## config.mk

```make
export PLATFORM = sky130hd
export DESIGN_NAME = pulse_width_bit_decoder
export DESIGN_NICKNAME = d
export VERILOG_FILES = /design/src/rtl/core/pwbd_pkg.sv /design/src/rtl/core/pulse_width_bit_decoder.sv
export SDC_FILE = /design/constraint.sdc
export NUM_CORES = 1
export LEC_CHECK = 0
export BUFFER_PORTS_ARGS = -buffer_cell sky130_fd_sc_hd__buf_2
export CAP_MARGIN = 20
export CORE_ASPECT_RATIO = 0.8
export CORE_UTILIZATION = 35
export CTS_CLUSTER_SIZE = 20
export DETAILED_ROUTE_END_ITERATION = 16
export HOLD_SLACK_MARGIN = 0.05
export PLACE_DENSITY_LB_ADDON = 0.1
export SLEW_MARGIN = 0
export SYNTH_ARGS = -nofsm -noshare
export SYNTH_HDL_FRONTEND = slang
export SYNTH_SLANG_ARGS = --single-unit
```

## constraint.sdc

```tcl
create_clock -name clk_i -period 9.85 [get_ports clk_i]
set_input_delay 1.4775 -clock clk_i [delete_from_list [all_inputs] [get_ports clk_i]]
set_output_delay 1.4775 -clock clk_i [all_outputs]
set_load 0.02 [all_outputs]
```

## src/rtl/core/pwbd_pkg.sv

```systemverilog
package pwbd_pkg;

  // Timestamps and pulse widths are taken modulo 2^TimeWidth.
  localparam int TimeWidth   = 32;
  localparam int BufferDepth = 256;
  localparam int CountWidth  = $clog2(BufferDepth + 1);
  localparam int CalPulses   = 8;
  localparam int CalWidth    = $clog2(CalPulses + 1);
  // Eight calibration widths need three extra bits; the threshold is the sum over eight.
  localparam int SumWidth    = TimeWidth + 3;
  localparam int ByteWidth   = 8;
  localparam int BitPosWidth = $clog2(ByteWidth);

  typedef enum logic [1:0] {
    CMD_RISE    = 2'd0,
    CMD_FALL    = 2'd1,
    CMD_RESTART = 2'd2,
    CMD_UNUSED  = 2'd3
  } cmd_e;

endpackage

```

## src/rtl/core/pulse_width_bit_decoder.sv

```systemverilog
// A result item is shown in the cycle after its input item is accepted.
// Throughput: one item per cycle unless the output stalls; all decoder state
// updates on accept, and one output register holds the result while stalled.
// Reset (rst_ni low, asynchronous) clears the calibration, the byte assembly,
// the byte count and the overflow flag, and empties the output register.
module pulse_width_bit_decoder
  import pwbd_pkg::*;
(
  input  logic                  clk_i,
  input  logic                  rst_ni,
  input  logic                  in_valid_i,
  output logic                  in_ready_o,
  input  logic [1:0]            command_i,
  input  logic [31:0]           time_us_i,
  output logic                  out_valid_o,
  input  logic                  out_ready_i,
  output logic                  byte_ready_o,
  output logic [7:0]            byte_value_o,
  output logic [7:0]            byte_index_o,
  output logic                  calibrated_o,
  output logic [31:0]           threshold_o,
  output logic [CountWidth-1:0] length_o,
  output logic                  overflow_o
);

  logic [TimeWidth-1:0]   rise_q, rise_d;
  logic [SumWidth-1:0]    total_q, total_d;
  logic [CalWidth-1:0]    cal_q, cal_d;
  logic [TimeWidth-1:0]   level_q, level_d;
  logic [BitPosWidth-1:0] pos_q, pos_d;
  logic [ByteWidth-1:0]   partial_q, partial_d;
  logic [CountWidth-1:0]  count_q, count_d;
  logic                   ovf_q, ovf_d;
  logic                   out_valid_q;

  logic                   accept;
  logic [TimeWidth-1:0]   width;
  logic [SumWidth-1:0]    total_next;
  logic                   data_bit;
  logic [ByteWidth-1:0]   completed;
  logic                   res_ready;
  logic [ByteWidth-1:0]   res_value;
  logic [ByteWidth-1:0]   res_index;

  assign in_ready_o = !out_valid_q || out_ready_i;
  assign accept     = in_valid_i && in_ready_o;

  assign width      = time_us_i - rise_q;
  assign total_next = total_q + SumWidth'(width);
  assign data_bit   = width > level_q;
  assign completed  = partial_q | (ByteWidth'(data_bit) << pos_q);

  always_comb begin
    rise_d    = rise_q;
    total_d   = total_q;
    cal_d     = cal_q;
    level_d   = level_q;
    pos_d     = pos_q;
    partial_d = partial_q;
    count_d   = count_q;
    ovf_d     = ovf_q;
    res_ready = 1'b0;
    res_value = '0;
    res_index = '0;
    unique case (cmd_e'(command_i))
      CMD_RISE: begin
        rise_d = time_us_i;
      end
      CMD_FALL: begin
        if (cal_q != CalWidth'(CalPulses)) begin
          total_d = total_next;
          cal_d   = cal_q + 1'b1;
          if (cal_q == CalWidth'(CalPulses - 1)) begin
            level_d = total_next[SumWidth-1:3];
          end
        end else begin
          pos_d     = pos_q + 1'b1;
          partial_d = completed;
          if (pos_q == BitPosWidth'(ByteWidth - 1)) begin
            partial_d = '0;
            // A full buffer drops the byte but still restarts bit assembly.
            if (count_q == CountWidth'(BufferDepth)) begin
              ovf_d = 1'b1;
            end else begin
              res_ready = 1'b1;
              res_value = completed;
              res_index = count_q[ByteWidth-1:0];
              count_d   = count_q + 1'b1;
            end
          end
        end
      end
      CMD_RESTART: begin
        rise_d    = '0;
        total_d   = '0;
        cal_d     = '0;
        level_d   = '0;
        pos_d     = '0;
        partial_d = '0;
        count_d   = '0;
        ovf_d     = 1'b0;
      end
      CMD_UNUSED: begin
      end
      default: begin
      end
    endcase
  end

  always_ff @(posedge clk_i or negedge rst_ni) begin
    if (!rst_ni) begin
      rise_q      <= '0;
      total_q     <= '0;
      cal_q       <= '0;
      level_q     <= '0;
      pos_q       <= '0;
      partial_q   <= '0;
      count_q     <= '0;
      ovf_q       <= 1'b0;
      out_valid_q <= 1'b0;
    end else begin
      if (accept) begin
        rise_q    <= rise_d;
        total_q   <= total_d;
        cal_q     <= cal_d;
        level_q   <= level_d;
        pos_q     <= pos_d;
        partial_q <= partial_d;
        count_q   <= count_d;
        ovf_q     <= ovf_d;
      end
      if (in_ready_o) begin
        out_valid_q <= in_valid_i;
      end
    end
  end

  always_ff @(posedge clk_i) begin
    if (accept) begin
      byte_ready_o <= res_ready;
      byte_value_o <= res_value;
      byte_index_o <= res_index;
      calibrated_o <= (cal_d == CalWidth'(CalPulses));
      threshold_o  <= 32'(level_d);
      length_o     <= count_d;
      overflow_o   <= ovf_d;
    end
  end

  assign out_valid_o = out_valid_q;

endmodule

```

==> results of run 1 <==
==> per-layer routing <==
metal,part of all wire [%],vias up,global-route usage [%]
met5,0,-,0
met4,1.1,0,4.32
met3,3.1,20,2.77
met2,44,149,28.7
met1,51,4479,29.3
li1,-,4641,-
==> placed cells by master, fill, tap and decap left out, types with 46 or more instances in the layout <==
cell,instances
nand2_1,161
dfrtp_1,125
ha_1,104
buf_2,98
o21ai_0,93
inv_1,92
a21oi_1,68
nor2_1,65
edfxtp_1,60
a22o_1,59
nand2b_1,46
==> power groups by stage <==
stage / clock [µW] / sequential (µW) / combinational (µW)
global placement: 0 / 1020 / 1860
floorplan: 0 / 1020 / 1370
global route: 744 / 1030 / 2080
CTS: 716 / 1010 / 1870
detailed placement: 0 / 1020 / 1850
finish: 696 / 1010 / 1870
==> final timing paths <==
path,to,slack (ns)
max,threshold_o[31],3.67
min,partial_q[5],0.48
max reg2reg,threshold_o[31],4.50
min reg2reg,partial_q[5],0.48
max in group asynchronous,total_q[23],7.48
min in group asynchronous,count_q[3],1.03
==> worst max-delay path, delay by kind of cell <==
family,cells,cell delay (ns)
buf+inv,3,0.21
xor+xnor,2,0.31
fa+ha+maj,3,0.93
simple gates,3,0.54
compound gates,13,2.88
==> cells by family after synthesis <==
family                     Yosys count
muxes                                6
xor gates and xnor gates            63
DFF                                185
and+or+nand+nor                    371
AOI/OAI and AO/OA                  372
buffers and inverters              139
adders and majority gates          106
==> area by class of cell <==
class,instances,area (µm²),area share (%)
multi-input combinational,918,6310,47.5
sequential,185,4930,37.1
timing repair buffer,110,584,4.40
tap,427,534,4.02
clock buffer,19,433,3.26
inverter,93,350,2.64
clock inverter,13,136,1.03
==> through the flow <==
step                util (%)  hold slack [ns]  instances  area, µm²  power (µW)
floorplan                  -            0.443       1242      11700        2390
global placement        38.8            0.456       1733      12700        2880
detailed placement      38.8            0.461       1733      12700        2870
CTS                     40.5            0.478       1765      13300        3590
global route            40.5            0.497       1765      13300        3850
finish                  40.5            0.478       1765      13300        3570
==> state kept, by name (all words and copies together), names as in the netlist, 3 cells and up <==
register / cells
cal_q: 4
length_o: 9
level_q: 32
byte_value_o: 8
pos_q: 3
threshold_o: 32
rise_q: 32
byte_index_o: 8
partial_q: 8
count_q: 9
total_q: 35
==> reports/metrics.csv, run 1 <==
metric,value,unit
outcome,completed,
tightestPinTransition,1.07,ns
clock_latency,0.45,ns
ys_seq_area_share,42.0,%
cts_tree,done,
synth_fp_nets,1386,
die_h,166,µm
hold_path_depth,2,
hold_class,reg2reg,
yosys-top-cells-count,"161 x nand2_1, 125 x dfrtp_1, 104 x ha_1",
cpMostUsedCell,a21oi_1,
vias,9289,
cp_max_fo,5,
rsz0062_at_grt,no,
post-synth-top-count-cell,nand2_1,
async_flop_share,67.6,%
max_stage_delay,0.41,ns
nFillCells,3329,
cts_resized,0,
cp-start-kind,input pin,
fp.dieArea,34300,µm²
p_per_area,269,nW/µm²
routabilityCongestion,0.858,
ys_ff_latch,185,
synth_edf_count,60,
p_sw_share,44.0,%
die_w,207,µm
wirelength,32200,µm
tns,0,ns
core,32800,µm²
yosys_warnings,0,
r2r_start,rise_q[0],
drv_cap,0,
drc_errors,0,
postLayoutSetupSlackWorst,3.67,ns
hold_viol,0,
yosys.area_share.simple,14.9,%
switching_power,1570,µW
vias_per_cell,5.26,
grt_max_degree,66,
clkTransAtPathRegs,0.07,ns
relSlewSlack,28.5,%
post_cts_buffers,0,
hold_buffers,0,
cp_cell_sequence,"buf_2, inv_1, ha_1, inv_1, fa_1, a21oi_1, o221ai_2, o311ai_1, o211ai_1, o221ai_2, a21oi_2, a31o_2, a21o_1, a21oi_1, xnor2_1, ha_1, and2_1, nand2_1, nor4_1, o21ai_0, a21oi_1, o211ai_1, xor2_1, o21ai_0",
worstSetupEndpointType,register,
cts_num_sinks,185,
p_clk_share,19.5,%
yosysTopAreaCellShare,26.6,%
finClkSkew,0.0125,ns
grt.overflow.total,0,
drive_gt1_share,12.6,%
crit_required,10.02,ns
ios,100,
synth.mux.area_fraction,0.533,%
hold_start,partial_q[5],
synth-xor-area-share,4.70,%
wl_per_cell,18.2,µm
finalSetupViolations,0,
fin_crit,6.18,ns
port_buffers,99,
numCtsBuffers,17,
antenna_left,0,
synthFlopType,dfrtp_1,
area_growth,13.1,%
synthCells,1242,
crit_arrival,6.35,ns
cts-htree-levels,4,
slew_viol_final,0,
worstRegToRegCells,22,
synthAdderAreaFrac,11.4,%
netlist_top_cells_area,"dfrtp_1 27%, edfxtp_1 15%, ha_1 11%, nand2_1 5.1%, a22o_1 4.4%",
ys_types,72,
max_freq,0.162,GHz
p_comb_share,52.3,%
path_class,in2reg,
netlist_area,11700,µm²
gr-usage-all-layers,19.3,%
grt_pass1_vias,8949,
nNetsFinal,1469,
rows,59,
grt_pass1_wl,51400,µm
ctsLongestPathBuffers,2,
drt_iter0_drc,552,
cts-root-buf,clkbuf_16,
yosysTopAreaCell,dfrtp_1,
pre_cts_slack,3.29,ns
antenna_cells,0,
p_int,2000,µW
firstDrtPassIters,7,
finalCritPeriodShare,62.8,%
antenna_found_initial,0,
synth_top_family_by_area,compound AO/OA/AOI/OAI gates,
p_leak,0.00597,µW
initial_core_util,35.8,%
ir_worst_vdd,132,µV
startpoint,time_us_i[0],
synth_compound_area_share,22.0,%
critPathSlowestCell,o311ai_1,
synth.avg_cell_area,9.46,µm²
seqPwrFrac,28.2,%
dp_hpwl,23400,µm
No activity file was read; power rests on OpenSTA's default activity.
==> run 2, diff against run 1 <==
==> constraint.sdc (replaced) <==
create_clock -name clk_i -period 5.8 [get_ports clk_i]
set_input_delay 0.87 -clock clk_i [delete_from_list [all_inputs] [get_ports clk_i]]
set_output_delay 0.87 -clock clk_i [all_outputs]
set_load 0.02 [all_outputs]
==> run 2 against run 1 <==
- the run now ends with design-rule violations left
- worst setup slack worse by 3.2 ns
- non-clock buffer count up 12
- register-to-register slack worse by 3.8 ns
- cell count up 0.68%
- combinational power up 73%
==> reports/metrics.csv, run 2 (synthesis gave the netlist of run 1 again) <==
metric,value,unit,change
outcome,finished with violations,,was completed
hold_class,in2async,,was reg2reg
vias,9341,,was 9289
r2r_start,rise_q[1],,was rise_q[0]
largest_reg_flops,35,,unchanged
hold_slack,0.402,ns,was 0.478 ns
vias_per_cell,5.26,,about the same
firstDrtPassIters,13,,was 7
cts-htree-levels,4,,unchanged
finalSetupViolations,0,,unchanged
max_stage_delay,0.42,ns,was 0.41 ns
drc_errors,3,,was 0
p_per_area,456,nW/µm²,was 269 nW/µm²
cp_cell_sequence,"buf_2, inv_1, ha_1, inv_1, fa_1, a21oi_1, o221ai_2, o311ai_1, o211ai_1, o221ai_2, a21oi_2, a31o_2, xor2_1, ha_1, and3_1, and2_1, nand2_1, nor4_1, o21ai_0, a21oi_1, nor2_1, xnor2_1, a221o_1",,"was buf_2, inv_1, ha_1, inv_1, fa_1, a21oi_1, o221ai_2, o311ai_1, o211ai_1, o221ai_2, a21oi_2, a31o_2, a21o_1, a21oi_1, xnor2_1, ha_1, and2_1, nand2_1, nor4_1, o21ai_0, a21oi_1, o211ai_1, xor2_1, o21ai_0"
antenna_found_initial,0,,unchanged
drive_gt1_share,13.5,%,was 12.6%
tightestPinTransition,0.844,ns,was 1.07 ns
wl_per_cell,18.5,µm,was 18.2 µm
worstSetupEndpointType,register,,unchanged
critPathSlowestCell,ha_1,,was o311ai_1
drt_iter0_drc,591,,was 552
rsz0062_at_grt,no,,unchanged
p_leak,0.00603,µW,was 0.00597 µW
cts_resized,0,,unchanged
ir_worst_vdd,211,µV,was 132 µV
finalCritPeriodShare,91.8,%,
area_growth,13.9,%,was 13.1%
nNetsFinal,1481,,was 1469
r2r_setup_slack,0.66,ns,was 4.50 ns
grt.overflow.total,0,,unchanged
crit_required,6.13,ns,was 10.02 ns
hold_viol,0,,unchanged
path_class,in2reg,,unchanged
slew_viol_final,0,,unchanged
grt_pass1_wl,51400,µm,about the same
fp.dieArea,34300,µm²,unchanged
r2r_end,threshold_o[31],,unchanged
die_h,166,µm,unchanged
worstRegToRegCells,22,,unchanged
gr-usage-all-layers,19.5,%,was 19.3%
clock_latency,0.45,ns,about the same
fin_crit,5.32,ns,
wirelength,32800,µm,was 32200 µm
cts_num_sinks,185,,unchanged
startpoint,time_us_i[0],,unchanged
core,32800,µm²,unchanged
antenna_left,0,,unchanged
endpoint,level_q[29],,was threshold_o[31]
mostFrequentLayoutCells,"161 x nand2_1, 125 x dfrtp_1, 104 x ha_1, 98 x buf_2, 93 x o21ai_0",,unchanged
crit_arrival,5.66,ns,was 6.35 ns
die_w,207,µm,unchanged
dp_hpwl,23600,µm,was 23400 µm
post_cts_buffers,0,,unchanged
cp_max_fo,8,,was 5
ctsLongestPathBuffers,2,,unchanged
finClkSkew,0.0128,ns,was 0.0125 ns
routabilityCongestion,0.867,,was 0.858
grt_max_degree,70,,was 66
clkTransAtPathRegs,0.07,ns,about the same
tns,0,ns,unchanged
initial_core_util,35.8,%,unchanged
rows,59,,unchanged
relSlewSlack,43.6,%,was 28.5%
numCtsBuffers,17,,unchanged
max_freq,0.188,GHz,
cp-start-kind,input pin,,unchanged
ios,100,,unchanged
final_common_cell,nand2_1,,unchanged
port_buffers,99,,unchanged
drv_cap,0,,unchanged
regMostFlops,total_q,,unchanged
hold_buffers,0,,unchanged
cts_tree,done,,unchanged
violations,design-rule violations,,
antenna_cells,0,,unchanged
cts-root-buf,clkbuf_16,,unchanged
grt_pass1_vias,8896,,was 8949
[run 2: changes by cell type in the layout (fill, tap and decap cells not counted)]
cell        delta
inv_8          -4
clkinv_2       +4
buf_12         +1
clkinvlp_4     -1
buf_4         +10
buf_16         +1
clkbuf_1       -1
inv_6          +2
[run 2: layer usage]
layer / routed length (µm) / global-route usage (%) / part of all wire, % / up-vias
met4: 306 / 4.60 / 0.93 / 0
li1: - / - / - / 4652
met2: 14500 / 28.3 / 44 / 154
met3: 1320 / 3.75 / 4.0 / 18
met5: 0 / 0 / 0 / -
met1: 16700 / 29.6 / 51 / 4517
[run 2: cell type report]
type,instances,area [µm²]
fill,3351,19400
multi-input combinational,918,6310
sequential,185,4930
timing repair buffer,122,707
tap,427,534
clock buffer,18,429
inverter,93,350
clock inverter,14,121
[run 2: metrics by stage]
stage	instance area (µm²)	instances	util (%)	total power [µW]	setup WS [ns]
6_report	13400	1777	40.8	6100	0.476
5_1_grt	13400	1777	40.8	6580	0.0880
3_5_place_dp	12800	1744	39.1	4950	0.0618
3_3_place_gp	12800	1744	39.1	4970	0.126
2_1_floorplan	11700	1242	-	4060	0.666
4_1_cts	13400	1776	40.7	6150	0.519
[run 2: critical path, delay by kind of cell]
| kind | cells | cell delay, ns |
|---|---|---|
| xor gates and xnor gates | 2 | 0.33 |
| and+or+nand+nor | 5 | 0.82 |
| AOI/OAI and AO/OA | 10 | 2.43 |
| buffers and inverters | 3 | 0.21 |
| adders and majority gates | 3 | 0.99 |
[run 2: worst min-delay path by stage]
| stage | cells past startpoint | startpoint | endpoint | slack, ns |
|---|---|---|---|---|
| finish | 1 | rst_ni | count_q[2] | 0.40 |
| global route | 1 | rst_ni | count_q[4] | 0.46 |
| CTS | 1 | rst_ni | count_q[4] | 0.45 |
| detailed placement | 2 | partial_q[6] | partial_q[6] | 0.46 |
| global placement | 2 | partial_q[2] | partial_q[2] | 0.46 |
| floorplan | 2 | partial_q[0] | partial_q[0] | 0.44 |
[run 2: power by group]
| group | internal (µW) | switching [µW] | leakage (µW) |
|---|---|---|---|
| registers | 1570 | 146 | 0.00222 |
| logic | 1270 | 1960 | 0.00354 |
| clock network | 594 | 554 | 0.000269 |
| total | 3440 | 2660 | 0.00603 |
